--- src/hw/rtl/itws_pkg.sv ---
// shared types, constants and mode limit table for the i2c timing word search
`default_nettype none

package itws_pkg;

    localparam int TW = 48;           // width of most nanosecond times in the datapath
    localparam int SRC_W = 30;
    localparam int TGT_W = 22;
    localparam int WORD_W = 32;
    localparam int CFG_IDX_W = 2;
    localparam int CFG_DATA_W = 10;

    localparam int PRESC_STEPS = 16;
    localparam int DELAY_STEPS = 16;
    localparam int PERIOD_STEPS = 256;
    localparam int TABLE_DEPTH = 16;

    localparam logic [SRC_W-1:0] NS_PER_S = 30'd1000000000;
    localparam logic [TW-1:0] AF_MIN_NS = 48'd50;
    localparam logic [TW-1:0] AF_MAX_NS = 48'd260;

    localparam logic [TGT_W-1:0] SM_MAX_HZ = 22'd100000;
    localparam logic [TGT_W-1:0] FM_MAX_HZ = 22'd400000;
    localparam logic [TGT_W-1:0] FMP_MAX_HZ = 22'd1000000;

    localparam logic [1:0] MODE_SM = 2'd0;
    localparam logic [1:0] MODE_FM = 2'd1;
    localparam logic [1:0] MODE_FMP = 2'd2;

    localparam logic [CFG_IDX_W-1:0] CFG_DNF = 2'd0;
    localparam logic [CFG_IDX_W-1:0] CFG_FALL = 2'd1;
    localparam logic [CFG_IDX_W-1:0] CFG_RISE = 2'd2;

    localparam logic [3:0] DNF_RESET = 4'd0;
    localparam logic [9:0] FALL_RESET = 10'd100;
    localparam logic [9:0] RISE_RESET = 10'd100;

    typedef struct packed {
        logic [31:0] nominal;
        logic [31:0] per_min;
        logic [31:0] per_max;
        logic [31:0] low_min;
        logic [31:0] high_min;
        logic [31:0] scl_min;
        logic [31:0] fall_max;
        logic [31:0] vd_max;
    } mode_lim_t;

    typedef struct packed {
        logic load;
        logic prep1;
        logic prep2;
        logic dly_init;
        logic dly_step;
        logic k_read;
        logic k_mul;
        logic k_init;
        logic lh_step;
        logic out_load;
    } cmd_t;

    typedef struct packed {
        logic skip;
        logic div_done;
        logic dly_done;
        logic k_done;
        logic lh_done;
    } stat_t;

    // periods are 1e9 / f truncated; scl_min is rise_max - su_min
    function automatic mode_lim_t mode_limits(input logic [1:0] mode);
        mode_lim_t m;
        case (mode)
            MODE_SM:  m = '{32'd10000, 32'd10000, 32'd1000000000, 32'd4700, 32'd4000,
                            32'd750, 32'd300, 32'd3450};
            MODE_FM:  m = '{32'd2500, 32'd2500, 32'd9999, 32'd1300, 32'd600,
                            32'd200, 32'd300, 32'd900};
            default:  m = '{32'd1000, 32'd1000, 32'd2499, 32'd500, 32'd260,
                            32'd70, 32'd120, 32'd450};
        endcase
        return m;
    endfunction

endpackage

`default_nettype wire

--- src/hw/rtl/itws_div.sv ---
// restoring divider: 1e9 / kernel clock frequency, one quotient bit per cycle
`default_nettype none

module itws_div (
    input  wire logic                       clk,
    input  wire logic                       rst_n,
    input  wire logic                       start,
    input  wire logic [itws_pkg::SRC_W-1:0] divisor,
    output logic      [itws_pkg::SRC_W-1:0] quotient,
    output logic                            done
);

    localparam int W = itws_pkg::SRC_W;
    localparam int CNT_W = $clog2(W);

    logic [W-1:0] quo_reg, quo_next;
    logic [W-1:0] rem_reg, rem_next;
    logic [W-1:0] dvs_reg;
    logic [CNT_W-1:0] cnt_reg, cnt_next;
    logic run_reg, run_next;
    logic done_reg, done_next;
    logic [W:0] rem_shift;
    logic fits;

    assign rem_shift = {rem_reg, quo_reg[W-1]};
    assign fits = rem_shift >= {1'b0, dvs_reg};

    always_comb
    begin
        quo_next = quo_reg;
        rem_next = rem_reg;
        cnt_next = cnt_reg;
        run_next = run_reg;
        done_next = done_reg;
        if (start)
        begin
            quo_next = itws_pkg::NS_PER_S;
            rem_next = '0;
            cnt_next = CNT_W'(W - 1);
            run_next = 1'b1;
            done_next = 1'b0;
        end
        else if (run_reg)
        begin
            rem_next = fits ? W'(rem_shift - {1'b0, dvs_reg}) : rem_shift[W-1:0];
            quo_next = {quo_reg[W-2:0], fits};
            cnt_next = cnt_reg - 1'b1;
            if (cnt_reg == '0)
            begin
                run_next = 1'b0;
                done_next = 1'b1;
            end
        end
    end

    always_ff @(posedge clk or negedge rst_n)
    begin
        if (!rst_n)
        begin
            run_reg <= 1'b0;
            done_reg <= 1'b0;
            cnt_reg <= '0;
        end
        else
        begin
            run_reg <= run_next;
            done_reg <= done_next;
            cnt_reg <= cnt_next;
        end
    end

    always_ff @(posedge clk)
    begin
        quo_reg <= quo_next;
        rem_reg <= rem_next;
        if (start)
            dvs_reg <= divisor;
    end

    assign quotient = quo_reg;
    assign done = done_reg;

endmodule

`default_nettype wire

--- src/hw/rtl/itws_dp.sv ---
// datapath: config registers, delay listing, period search and result register
`default_nettype none

module itws_dp #(
    parameter int PRESC_STEPS = itws_pkg::PRESC_STEPS,
    parameter int DELAY_STEPS = itws_pkg::DELAY_STEPS,
    parameter int PERIOD_STEPS = itws_pkg::PERIOD_STEPS,
    parameter int TABLE_DEPTH = itws_pkg::TABLE_DEPTH
) (
    input  wire logic                            clk,
    input  wire logic                            rst_n,
    input  wire itws_pkg::cmd_t                  cmd,
    output itws_pkg::stat_t                      stat,
    input  wire logic [itws_pkg::SRC_W-1:0]      source_freq_hz,
    input  wire logic [itws_pkg::TGT_W-1:0]      target_freq_hz,
    input  wire logic                            cfg_we,
    input  wire logic [itws_pkg::CFG_IDX_W-1:0]  cfg_index,
    input  wire logic [itws_pkg::CFG_DATA_W-1:0] cfg_data,
    output logic      [itws_pkg::WORD_W-1:0]     timing_word,
    output logic                                 found
);

    localparam int TW = itws_pkg::TW;
    localparam int PW = (PRESC_STEPS > 1) ? $clog2(PRESC_STEPS) : 1;
    localparam int DW = (DELAY_STEPS > 1) ? $clog2(DELAY_STEPS) : 1;
    localparam int LW = (PERIOD_STEPS > 1) ? $clog2(PERIOD_STEPS) : 1;
    localparam int AW = (TABLE_DEPTH > 1) ? $clog2(TABLE_DEPTH) : 1;
    localparam int CW = $clog2(TABLE_DEPTH + 1);

    // configuration
    logic [3:0] dnf_reg;
    logic [9:0] fall_reg;
    logic [9:0] rise_reg;

    always_ff @(posedge clk or negedge rst_n)
    begin
        if (!rst_n)
        begin
            dnf_reg <= itws_pkg::DNF_RESET;
            fall_reg <= itws_pkg::FALL_RESET;
            rise_reg <= itws_pkg::RISE_RESET;
        end
        else if (cfg_we)
        begin
            unique case (cfg_index)
                itws_pkg::CFG_DNF:  dnf_reg <= cfg_data[3:0];
                itws_pkg::CFG_FALL: fall_reg <= cfg_data;
                itws_pkg::CFG_RISE: rise_reg <= cfg_data;
                default: ;
            endcase
        end
    end

    // request capture and mode select
    logic [1:0] mode_reg;
    logic skip_reg;
    itws_pkg::mode_lim_t ml;

    always_ff @(posedge clk or negedge rst_n)
    begin
        if (!rst_n)
        begin
            skip_reg <= 1'b0;
            mode_reg <= itws_pkg::MODE_SM;
        end
        else if (cmd.load)
        begin
            skip_reg <= (source_freq_hz == '0) || (target_freq_hz == '0)
                        || (target_freq_hz > itws_pkg::FMP_MAX_HZ);
            if (target_freq_hz <= itws_pkg::SM_MAX_HZ)
                mode_reg <= itws_pkg::MODE_SM;
            else if (target_freq_hz <= itws_pkg::FM_MAX_HZ)
                mode_reg <= itws_pkg::MODE_FM;
            else
                mode_reg <= itws_pkg::MODE_FMP;
        end
    end

    assign ml = itws_pkg::mode_limits(mode_reg);

    // kernel clock period
    logic [itws_pkg::SRC_W-1:0] tclk_q;
    logic div_done;
    logic [TW-1:0] tclk;

    itws_div u_div (
        .clk      (clk),
        .rst_n    (rst_n),
        .start    (cmd.load),
        .divisor  (source_freq_hz),
        .quotient (tclk_q),
        .done     (div_done)
    );

    assign tclk = TW'(tclk_q);

    // per-request constants
    logic [TW-1:0] dnfd_reg, tclk3_reg, sda_min_reg, sda_max_reg, base_reg, ebase_reg;
    logic [TW-1:0] lo_sub, hi_sub, fall_max_w, vd_max_w;

    assign lo_sub = itws_pkg::AF_MIN_NS + dnfd_reg + tclk3_reg;
    assign hi_sub = itws_pkg::AF_MAX_NS + dnfd_reg + tclk3_reg + tclk;
    assign fall_max_w = TW'(ml.fall_max);
    assign vd_max_w = TW'(ml.vd_max);

    always_ff @(posedge clk)
    begin
        if (cmd.prep1)
        begin
            dnfd_reg <= TW'(34'(dnf_reg) * 34'(tclk_q));
            tclk3_reg <= (tclk << 1) + tclk;
        end
        if (cmd.prep2)
        begin
            sda_min_reg <= (fall_max_w > lo_sub) ? (fall_max_w - lo_sub) : '0;
            sda_max_reg <= (vd_max_w > hi_sub) ? (vd_max_w - hi_sub) : '0;
            base_reg <= itws_pkg::AF_MIN_NS + dnfd_reg + (tclk << 1);
        end
        if (cmd.dly_init)
            ebase_reg <= TW'(fall_reg) + TW'(rise_reg) + base_reg;
    end

    // delay listing: one (prescaler, scldel, sdadel) point per cycle
    logic [11:0] cand_mem [TABLE_DEPTH];
    logic [PW-1:0] p_reg;
    logic [DW-1:0] c_reg, d_reg;
    logic [TW-1:0] step_reg, tscl_reg, tsda_reg, step_inc;
    logic [CW-1:0] count_reg;
    logic dly_done_reg;
    logic scl_ok, sda_ok, take, c_end, adv_p, dly_fin;
    logic p_last, c_last, d_last;

    assign p_last = p_reg == PW'(PRESC_STEPS - 1);
    assign c_last = c_reg == DW'(DELAY_STEPS - 1);
    assign d_last = d_reg == DW'(DELAY_STEPS - 1);
    assign scl_ok = tscl_reg >= TW'(ml.scl_min);
    assign sda_ok = (tsda_reg >= sda_min_reg) && (tsda_reg <= sda_max_reg);
    assign take = scl_ok && sda_ok;
    assign c_end = !scl_ok || (!sda_ok && d_last);
    assign adv_p = take || (c_end && c_last);
    assign dly_fin = adv_p && (p_last || (take && (count_reg + 1'b1 >= CW'(TABLE_DEPTH))));
    assign step_inc = step_reg + tclk;

    always_ff @(posedge clk or negedge rst_n)
    begin
        if (!rst_n)
        begin
            count_reg <= '0;
            dly_done_reg <= 1'b0;
        end
        else if (cmd.dly_init)
        begin
            count_reg <= '0;
            dly_done_reg <= 1'b0;
        end
        else if (cmd.dly_step)
        begin
            if (take)
                count_reg <= count_reg + 1'b1;
            if (dly_fin)
                dly_done_reg <= 1'b1;
        end
    end

    always_ff @(posedge clk)
    begin
        if (cmd.dly_init)
        begin
            p_reg <= '0;
            c_reg <= '0;
            d_reg <= '0;
            step_reg <= tclk;
            tscl_reg <= tclk;
            tsda_reg <= tclk;
        end
        else if (cmd.dly_step && !dly_fin)
        begin
            if (adv_p)
            begin
                p_reg <= p_reg + 1'b1;
                c_reg <= '0;
                d_reg <= '0;
                step_reg <= step_inc;
                tscl_reg <= step_inc;
                tsda_reg <= tclk;
            end
            else if (c_end)
            begin
                c_reg <= c_reg + 1'b1;
                d_reg <= '0;
                tscl_reg <= tscl_reg + step_reg;
                tsda_reg <= tclk;
            end
            else
            begin
                d_reg <= d_reg + 1'b1;
                tsda_reg <= tsda_reg + step_reg;
            end
        end
    end

    // candidate table: presc, scldel, sdadel
    logic [CW-1:0] k_reg;
    logic [11:0] rd_reg;

    always_ff @(posedge clk)
    begin
        if (cmd.dly_step && take)
            cand_mem[count_reg[AW-1:0]] <= {4'(p_reg), 4'(c_reg), 4'(d_reg)};
        if (cmd.k_read)
            rd_reg <= cand_mem[k_reg[AW-1:0]];
    end

    // period search: one (low, high) pair per cycle
    logic [LW-1:0] l_reg, h_reg;
    logic [TW-1:0] tpresc_reg, tlow_reg, lrel_reg, elow_reg, thigh_reg, hinit_reg;
    logic [TW-1:0] tper, err, nom_w;
    logic [31:0] best_err_reg;
    logic best_valid_reg, lh_done_reg;
    logic [27:0] best_reg;  // presc, scldel, sdadel, sclh, scll
    logic l_ok, h_ok, better, h_end, l_last, h_last;

    assign nom_w = TW'(ml.nominal);
    assign l_last = l_reg == LW'(PERIOD_STEPS - 1);
    assign h_last = h_reg == LW'(PERIOD_STEPS - 1);
    assign l_ok = (tlow_reg >= TW'(ml.low_min)) && (tclk < (lrel_reg >> 2));
    assign tper = elow_reg + thigh_reg;
    assign h_ok = (tper >= TW'(ml.per_min)) && (tper <= TW'(ml.per_max))
                  && (thigh_reg >= TW'(ml.high_min)) && (tclk < thigh_reg);
    assign err = (tper >= nom_w) ? (tper - nom_w) : (nom_w - tper);
    assign better = l_ok && h_ok && (err < TW'(best_err_reg));
    assign h_end = !l_ok || h_last;

    always_ff @(posedge clk or negedge rst_n)
    begin
        if (!rst_n)
        begin
            k_reg <= '0;
            lh_done_reg <= 1'b0;
            best_valid_reg <= 1'b0;
        end
        else
        begin
            if (cmd.load)
                best_valid_reg <= 1'b0;
            if (cmd.dly_init)
                k_reg <= '0;
            if (cmd.k_init)
                lh_done_reg <= 1'b0;
            if (cmd.lh_step)
            begin
                if (better)
                    best_valid_reg <= 1'b1;
                if (h_end && l_last)
                begin
                    lh_done_reg <= 1'b1;
                    k_reg <= k_reg + 1'b1;
                end
            end
        end
    end

    always_ff @(posedge clk)
    begin
        if (cmd.dly_init)
            best_err_reg <= ml.nominal;
        if (cmd.k_mul)
            tpresc_reg <= TW'(35'(rd_reg[11:8] + 5'd1) * 35'(tclk_q));
        if (cmd.k_init)
        begin
            l_reg <= '0;
            h_reg <= '0;
            tlow_reg <= base_reg + tpresc_reg;
            lrel_reg <= (tclk << 1) + tpresc_reg;
            elow_reg <= ebase_reg + tpresc_reg;
            thigh_reg <= base_reg + tpresc_reg;
            hinit_reg <= base_reg + tpresc_reg;
        end
        else if (cmd.lh_step)
        begin
            if (better)
            begin
                best_err_reg <= err[31:0];
                best_reg <= {rd_reg[11:8], rd_reg[7:4], rd_reg[3:0], 8'(h_reg), 8'(l_reg)};
            end
            if (h_end)
            begin
                l_reg <= l_reg + 1'b1;
                h_reg <= '0;
                tlow_reg <= tlow_reg + tpresc_reg;
                lrel_reg <= lrel_reg + tpresc_reg;
                elow_reg <= elow_reg + tpresc_reg;
                thigh_reg <= hinit_reg;
            end
            else
            begin
                h_reg <= h_reg + 1'b1;
                thigh_reg <= thigh_reg + tpresc_reg;
            end
        end
    end

    // result register
    logic [itws_pkg::WORD_W-1:0] word_reg;
    logic found_reg;

    always_ff @(posedge clk)
    begin
        if (cmd.out_load)
        begin
            found_reg <= best_valid_reg;
            word_reg <= best_valid_reg ? {best_reg[27:24], 4'd0, best_reg[23:0]} : '0;
        end
    end

    assign timing_word = word_reg;
    assign found = found_reg;

    assign stat.skip = skip_reg;
    assign stat.div_done = div_done;
    assign stat.dly_done = dly_done_reg;
    assign stat.k_done = k_reg == count_reg;
    assign stat.lh_done = lh_done_reg;

    a_count_bound: assert property (@(posedge clk) disable iff (!rst_n)
        count_reg <= CW'(TABLE_DEPTH))
        else $error("candidate count beyond table depth");

    a_best_in_range: assert property (@(posedge clk) disable iff (!rst_n)
        cmd.lh_step && better |=> best_valid_reg && (best_err_reg <= ml.nominal))
        else $error("best error above nominal period");

    a_k_in_list: assert property (@(posedge clk) disable iff (!rst_n)
        cmd.k_read |-> k_reg < count_reg)
        else $error("candidate read beyond listed entries");

endmodule

`default_nettype wire

--- src/hw/rtl/itws_ctrl.sv ---
// controller: sequences divide, delay listing, period search and result handoff
`default_nettype none

module itws_ctrl (
    input  wire logic            clk,
    input  wire logic            rst_n,
    input  wire logic            in_valid,
    output logic                 in_ready,
    output logic                 out_valid,
    input  wire logic            out_ready,
    output itws_pkg::cmd_t       cmd,
    input  wire itws_pkg::stat_t stat
);

    localparam logic [3:0] S_IDLE  = 4'd0;
    localparam logic [3:0] S_DIV   = 4'd1;
    localparam logic [3:0] S_PREP1 = 4'd2;
    localparam logic [3:0] S_PREP2 = 4'd3;
    localparam logic [3:0] S_DINIT = 4'd4;
    localparam logic [3:0] S_DLY   = 4'd5;
    localparam logic [3:0] S_KRD   = 4'd6;
    localparam logic [3:0] S_KMUL  = 4'd7;
    localparam logic [3:0] S_KINIT = 4'd8;
    localparam logic [3:0] S_LH    = 4'd9;
    localparam logic [3:0] S_OUT   = 4'd10;

    logic [3:0] state_reg, state_next;
    logic out_valid_reg, out_valid_next;

    always_comb
    begin
        state_next = state_reg;
        out_valid_next = out_valid_reg && !out_ready;
        cmd = '0;
        unique case (state_reg)
            S_IDLE:
            begin
                if (in_valid)
                begin
                    cmd.load = 1'b1;
                    state_next = S_DIV;
                end
            end
            S_DIV:
            begin
                if (stat.skip)
                    state_next = S_OUT;
                else if (stat.div_done)
                    state_next = S_PREP1;
            end
            S_PREP1:
            begin
                cmd.prep1 = 1'b1;
                state_next = S_PREP2;
            end
            S_PREP2:
            begin
                cmd.prep2 = 1'b1;
                state_next = S_DINIT;
            end
            S_DINIT:
            begin
                cmd.dly_init = 1'b1;
                state_next = S_DLY;
            end
            S_DLY:
            begin
                if (stat.dly_done)
                    state_next = S_KRD;
                else
                    cmd.dly_step = 1'b1;
            end
            S_KRD:
            begin
                if (stat.k_done)
                    state_next = S_OUT;
                else
                begin
                    cmd.k_read = 1'b1;
                    state_next = S_KMUL;
                end
            end
            S_KMUL:
            begin
                cmd.k_mul = 1'b1;
                state_next = S_KINIT;
            end
            S_KINIT:
            begin
                cmd.k_init = 1'b1;
                state_next = S_LH;
            end
            S_LH:
            begin
                if (stat.lh_done)
                    state_next = S_KRD;
                else
                    cmd.lh_step = 1'b1;
            end
            S_OUT:
            begin
                // wait for the result register to free up
                if (!out_valid_reg || out_ready)
                begin
                    cmd.out_load = 1'b1;
                    out_valid_next = 1'b1;
                    state_next = S_IDLE;
                end
            end
            default:
                state_next = S_IDLE;
        endcase
    end

    always_ff @(posedge clk or negedge rst_n)
    begin
        if (!rst_n)
        begin
            state_reg <= S_IDLE;
            out_valid_reg <= 1'b0;
        end
        else
        begin
            state_reg <= state_next;
            out_valid_reg <= out_valid_next;
        end
    end

    assign in_ready = state_reg == S_IDLE;
    assign out_valid = out_valid_reg;

    a_load_holds_out: assert property (@(posedge clk) disable iff (!rst_n)
        cmd.out_load |=> out_valid_reg)
        else $error("result loaded without valid");

    a_no_overwrite: assert property (@(posedge clk) disable iff (!rst_n)
        cmd.out_load |-> !out_valid_reg || out_ready)
        else $error("pending result overwritten");

    a_one_step: assert property (@(posedge clk) disable iff (!rst_n)
        $countones({cmd.dly_step, cmd.lh_step, cmd.k_read, cmd.load}) <= 1)
        else $error("conflicting datapath commands");

endmodule

`default_nettype wire

--- src/hw/rtl/i2c_timing_word_search_unit.sv ---
// top level of the i2c timing word search unit
`default_nettype none

// One request (kernel clock and bus clock in hertz) yields one result: the packed
// timing word and a found flag. Requests are handled one at a time; the block
// takes a new request once the previous one has been moved to the result
// register. A request runs the period divide, the setup steps, the delay listing
// and, for each listed prescaler, the low/high search, which checks one pair per
// cycle and dominates the run time. A zero or out-of-range frequency skips the
// search and returns found clear.
module i2c_timing_word_search_unit #(
    parameter int PRESC_STEPS = itws_pkg::PRESC_STEPS,
    parameter int DELAY_STEPS = itws_pkg::DELAY_STEPS,
    parameter int PERIOD_STEPS = itws_pkg::PERIOD_STEPS,
    parameter int TABLE_DEPTH = itws_pkg::TABLE_DEPTH
) (
    input  wire logic                            clk,
    input  wire logic                            rst_n,
    input  wire logic                            s_axis_tvalid,
    output logic                                 s_axis_tready,
    input  wire logic [55:0]                     s_axis_tdata,  // source_freq_hz, target_freq_hz
    output logic                                 m_axis_tvalid,
    input  wire logic                            m_axis_tready,
    output logic      [31:0]                     m_axis_tdata,  // timing_word
    output logic      [0:0]                      m_axis_tuser,  // found
    input  wire logic                            cfg_we,
    input  wire logic [itws_pkg::CFG_IDX_W-1:0]  cfg_index,
    input  wire logic [itws_pkg::CFG_DATA_W-1:0] cfg_data
);

    itws_pkg::cmd_t cmd;
    itws_pkg::stat_t stat;
    logic found;

    itws_ctrl u_ctrl (
        .clk       (clk),
        .rst_n     (rst_n),
        .in_valid  (s_axis_tvalid),
        .in_ready  (s_axis_tready),
        .out_valid (m_axis_tvalid),
        .out_ready (m_axis_tready),
        .cmd       (cmd),
        .stat      (stat)
    );

    itws_dp #(
        .PRESC_STEPS  (PRESC_STEPS),
        .DELAY_STEPS  (DELAY_STEPS),
        .PERIOD_STEPS (PERIOD_STEPS),
        .TABLE_DEPTH  (TABLE_DEPTH)
    ) u_dp (
        .clk            (clk),
        .rst_n          (rst_n),
        .cmd            (cmd),
        .stat           (stat),
        .source_freq_hz (s_axis_tdata[29:0]),
        .target_freq_hz (s_axis_tdata[51:30]),
        .cfg_we         (cfg_we),
        .cfg_index      (cfg_index),
        .cfg_data       (cfg_data),
        .timing_word    (m_axis_tdata),
        .found          (found)
    );

    assign m_axis_tuser = found;

endmodule

`default_nettype wire
--- config.mk ---
export PLATFORM = sky130hd
export DESIGN_NAME = i2c_timing_word_search_unit
export DESIGN_NICKNAME = d
export VERILOG_FILES = /design/src/hw/rtl/itws_pkg.sv /design/src/hw/rtl/itws_div.sv /design/src/hw/rtl/itws_dp.sv /design/src/hw/rtl/itws_ctrl.sv /design/src/hw/rtl/i2c_timing_word_search_unit.sv
export SDC_FILE = /design/constraint.sdc
export NUM_CORES = 2
export LEC_CHECK = 0
export ABC_AREA = 1
export BUFFER_PORTS_ARGS = -buffer_cell sky130_fd_sc_hd__buf_2
export CORE_AREA = 2 2 388 544
export DETAILED_ROUTE_END_ITERATION = 10
export DIE_AREA = 0 0 390 546
export HOLD_SLACK_MARGIN = 0.08
export PLACE_DENSITY = 0.65
export SETUP_SLACK_MARGIN = 0.2
export SYNTH_ARGS = -nofsm -noshare
export SYNTH_HDL_FRONTEND = slang
export SYNTH_SLANG_ARGS = --single-unit
--- constraint.sdc ---
create_clock -name clk -period 20.1 [get_ports clk]
set_input_delay 5.025 -clock clk [delete_from_list [all_inputs] [get_ports clk]]
set_output_delay 5.025 -clock clk [all_outputs]
set_load 0.01 [all_outputs]
==> metrics.log <==
INFO  metric outcome = finished clean
INFO  metric initial_cell_density_of_the_core = 0.447
INFO  metric final_cell_area = about 0.10 mm²
INFO  metric grt_pass1_vias = approximately 83000
INFO  metric grt_first_pass_wirelength = 477 mm
INFO  metric grt_overflow = 0
INFO  metric die_w = 390 µm
INFO  metric path_common_cell = sky130_fd_sc_hd__nand2_1
INFO  metric worst-r2r-setup-slack = ~12000 ps
INFO  metric skew = roughly 77 ps
INFO  metric worst_slew_margin_rel = 0.143
INFO  metric finalCriticalPeriod = approximately 8000 ps
INFO  metric die_height = 546 µm
INFO  metric worstSetupPathType = flop to flop
INFO  metric tritoncts = done
INFO  metric hold_slack = ~420 ps
INFO  metric async_reset_ff_frac = 0.0470
INFO  metric cts-hold-fix-buffers = 0
INFO  metric ioPinCount = between 100 and 150
INFO  metric cts_inserted_buffers = ~120
INFO  metric largest_family_of_logic_cells_by_synthesized_area = simple AND/OR/NAND/NOR gates
INFO  metric grt_start_max_net_pins = between 100 and 150
INFO  metric cts_num_sinks = about 1100
INFO  metric postRouteWirelength = ~310 mm
INFO  metric synth-adder-area-share = 0.165
INFO  metric post_cts_resized = 0
INFO  metric regToRegStartpoint = u_dp.thigh_reg[6]$_DFFE_PN_
INFO  metric route.detailed.drc = 0
INFO  metric cp_data_required_time = 20720 ps
INFO  metric clkLatencyLatePin = a little over 800 ps
INFO  metric cap_violations = 0
INFO  metric fin_setup_tns = 0 ps
INFO  metric timing.final.max_slew_violations = 0
INFO  metric hold_path.class = flop to flop
INFO  metric drive_gt1_frac = 0.0465
INFO  metric final-setup-viol-count = 0
INFO  metric synth.mux.area_fraction = 0.000121
INFO  metric worst_stage_delay_on_the_critical_path = 720 ps
INFO  metric start_kind = flop
INFO  metric drtPass1Iterations = 6
INFO  metric yosys_warnings = 0
INFO  metric cts_post_setup_buffers_inserted = 0
INFO  metric syn_avg_cell_area = 7.69 µm²
INFO  metric endpoint = u_dp.best_err_reg[19]$_DFF_P_
INFO  metric synth_edf_count = 881
INFO  metric ctsHtreeMaxLevel = 3
INFO  metric place_worst_setup_slack = between 10000 and 15000 ps
INFO  metric routability_congestion_estimate_from_global_placement = 1.00
INFO  metric grt_antenna_before_repair = 9
INFO  metric synth_cells = about 12000
INFO  metric r2r_cells = 38
INFO  metric start_point_of_the_critical_path = u_dp.thigh_reg[6]$_DFFE_PN_
INFO  metric synth_compound_gate_area_share = 0.151
INFO  metric placement.cell_area = between 0.09 and 0.1 mm²
INFO  metric postRouteAntennaNets = 0
INFO  metric largest_register_ff_count = roughly 190
INFO  metric netlist_area = 0.0932 mm²
INFO  metric clock_tree_root_driver_cell = sky130_fd_sc_hd__clkbuf_16
INFO  metric power_per_cell_area = between 150 and 200 mW/mm²
INFO  metric route.vias.total = roughly 84000
INFO  metric nets = about 13000
INFO  metric timing_hold_violations_final = 0
INFO  metric layout.area.seq = roughly 0.031 mm²
INFO  metric floorplan.die_area = about 0.21 mm²
INFO  metric synthFlopType = sky130_fd_sc_hd__edfxtp_1
INFO  metric r2r_end = u_dp.best_err_reg[19]$_DFF_P_
INFO  metric area_growth_syn_to_layout = 8.71%
INFO  metric cp.arrival = around 8600 ps
INFO  metric synth_top_cell_area_share = 0.284
INFO  metric postSynthRegisterBits = 1107
INFO  metric synthXorXnorAreaFrac = 0.0566
INFO  metric post_dp_hpwl = between 200 and 250 mm
INFO  metric wl_per_cell = approximately 21 µm
INFO  metric rsz_0062_raised_after_global_routing = false
INFO  metric final_min_period_over_clock_period = 0.397
INFO  metric grt_usage = 0.289
INFO  metric cp_slowest_cell = sky130_fd_sc_hd__nor2_8
INFO  metric synthTopCellsByArea = sky130_fd_sc_hd__edfxtp_1 28%, sky130_fd_sc_hd__ha_1 12%, sky130_fd_sc_hd__nand2_1 11%, sky130_fd_sc_hd__inv_1 7.1%, sky130_fd_sc_hd__a21oi_1 5.4%
INFO  metric p_leak = between 40 and 50 nW
INFO  metric synth_area_leader_cell = sky130_fd_sc_hd__edfxtp_1
INFO  metric drt-initial-drc-count = 6747
INFO  metric final.fill_count = ~20000
INFO  metric maxClockFrequency = 125 MHz
INFO  metric clk_path_buf_depth = 3
INFO  metric synth_seq_area_share = 0.335
INFO  metric worst_setup_hold_path_clk_slew = ~60 ps
INFO  metric crit_path_end_kind = flop
INFO  metric setup_slack = 12130 ps
INFO  metric multi_input_area = 0.0546 mm²
INFO  metric port-buffer-count = between 90 and 100
INFO  metric number_of_placement_rows = approximately 200
INFO  metric route.detailed.vias_per_inst = around 5.6
INFO  metric yosysUniqueCellTypes = 75
INFO  metric post_synth_and_or_nand_nor_area_fraction = 0.210
INFO  metric ir_worst_vdd = about 0.19 mV
INFO  metric core_area = ~0.21 mm²
INFO  metric path_max_fanout = a little under 60
INFO  metric slew_at_the_pin_closest_to_its_max_slew_limit = 1280 ps
==> routing by layer <==
layer  share of wire  global-route usage
met1            0.39               0.337
met2            0.49               0.505
met3           0.056              0.0314
met4           0.071               0.177
met5        0.000089                   0
==> stage by stage <==
step | util | total power [mW] | std cells
floorplan | - | 12.4 | 12200
global placement | 0.466 | 15.6 | 14900
detailed placement | 0.466 | 15.9 | 14900
CTS | 0.485 | 18.2 | 15100
global route | 0.485 | 19.9 | 15100
finish | 0.485 | 18.3 | 15100
==> power breakdown <==
group	total [mW]	switching (mW)	internal (mW)	leakage (nW)
clock network	2.26	1.01	1.25	1.88
registers	3.91	0.551	3.35	10.1
logic	12.1	7.99	4.10	34.9
==> cell type report <==
class / instances / area share
multi-input combinational: 9061 / 0.539
sequential: 1107 / 0.309
inverter: 1775 / 0.0659
tap: 2713 / 0.0335
clock buffer: 139 / 0.0306
timing repair buffer: 215 / 0.0136
clock inverter: 79 / 0.00840
antenna: 8 / 0.000198
==> layout by cell type, fill, tap and decap left out, drive strengths merged, types with 14 or more instances in the layout <==
cell type     n
a21boi       42
and2         14
o21ai       940
or2          35
nor2       1127
o221ai       41
clkbuf      139
nand3b       16
o31ai        17
nor3        117
o21a         52
clkinvlp     16
edfxtp      881
a21o         44
a31oi       127
dfrtp        46
o22ai        49
xor2        398
dfxtp       174
nand4       141
a21oi      1015
a211oi       22
a22oi        30
nor4         75
o21bai       45
o211ai       56
clkinv       54
conb         62
nand3       409
inv        1773
fa          189
ha          926
xnor2       204
nand2      2790
buf         215
==> synth_stat cells (8+ instances only) <==
master	number
sky130_fd_sc_hd__buf_2	19
sky130_fd_sc_hd__or2_2	34
sky130_fd_sc_hd__o21bai_1	45
sky130_fd_sc_hd__o21ai_0	911
sky130_fd_sc_hd__nand2_1	2764
sky130_fd_sc_hd__dfxtp_1	174
sky130_fd_sc_hd__a21boi_0	41
sky130_fd_sc_hd__nor4_1	75
sky130_fd_sc_hd__a22oi_1	30
sky130_fd_sc_hd__xnor2_1	204
sky130_fd_sc_hd__o21a_1	52
sky130_fd_sc_hd__nor3_1	117
sky130_fd_sc_hd__inv_2	10
sky130_fd_sc_hd__edfxtp_1	881
sky130_fd_sc_hd__ha_1	926
sky130_fd_sc_hd__a221oi_1	11
sky130_fd_sc_hd__nand3_1	390
sky130_fd_sc_hd__nand3_2	18
sky130_fd_sc_hd__o21ai_1	16
sky130_fd_sc_hd__and3_1	9
sky130_fd_sc_hd__inv_1	1755
sky130_fd_sc_hd__fa_1	189
sky130_fd_sc_hd__a21oi_1	1005
sky130_fd_sc_hd__o22ai_1	49
sky130_fd_sc_hd__clkbuf_1	192
sky130_fd_sc_hd__and2_1	14
sky130_fd_sc_hd__nand3b_1	16
sky130_fd_sc_hd__a211oi_1	22
sky130_fd_sc_hd__nor2_2	22
sky130_fd_sc_hd__a21o_1	44
sky130_fd_sc_hd__a31oi_1	127
sky130_fd_sc_hd__clkinv_1	9
sky130_fd_sc_hd__o2111ai_1	9
sky130_fd_sc_hd__nand4_1	141
sky130_fd_sc_hd__nor2_1	1102
sky130_fd_sc_hd__xor2_1	398
sky130_fd_sc_hd__o221ai_1	41
sky130_fd_sc_hd__a21oi_2	10
sky130_fd_sc_hd__o211ai_1	56
sky130_fd_sc_hd__buf_1	8
sky130_fd_sc_hd__o21ai_2	13
sky130_fd_sc_hd__nand2_2	24
sky130_fd_sc_hd__dfrtp_1	46
sky130_fd_sc_hd__nor3b_1	8
sky130_fd_sc_hd__o31ai_1	17
==> cells by family (layout without fill, tap and decap cells) <==
group | Yosys count | count (layout)
DFF | 1107 | 1107
other | 1 | 70
adders and majority gates | 1115 | 1115
and+or+nand+nor | 4755 | 4755
buffers and inverters | 2005 | 2208
muxes | 1 | 1
AOI/OAI and AO/OA | 2526 | 2526
xor gates and xnor gates | 602 | 602
==> worst max-delay path: cells and delay by family, from the launching register on <==
family	cells	cell delay, ps
and+or+nand+nor	21	3750
adders and majority gates	3	1130
AOI/OAI and AO/OA	8	1090
buffers and inverters	5	890
DFF	1	490
xor gates and xnor gates	1	400
==> worst min path at each step <==
stage | startpoint | end | slack, ps | depth (start not counted)
after detailed placement | u_dp.rd_reg[5]$_DFFE_PP_ | u_dp.best_reg[21]$_DFFE_PP_ | 400 | 0
after floorplan | u_dp.rd_reg[0]$_DFFE_PP_ | u_dp.best_reg[16]$_DFFE_PP_ | 400 | 0
after CTS | u_dp.rd_reg[5]$_DFFE_PP_ | u_dp.best_reg[21]$_DFFE_PP_ | 420 | 0
final | u_dp.rd_reg[5]$_DFFE_PP_ | u_dp.best_reg[21]$_DFFE_PP_ | 420 | 0
after global placement | u_dp.rd_reg[5]$_DFFE_PP_ | u_dp.best_reg[21]$_DFFE_PP_ | 410 | 0
after global routing | u_dp.rd_reg[7]$_DFFE_PP_ | u_dp.best_reg[23]$_DFFE_PP_ | 430 | 0
Power figures use the tool's default switching activity.
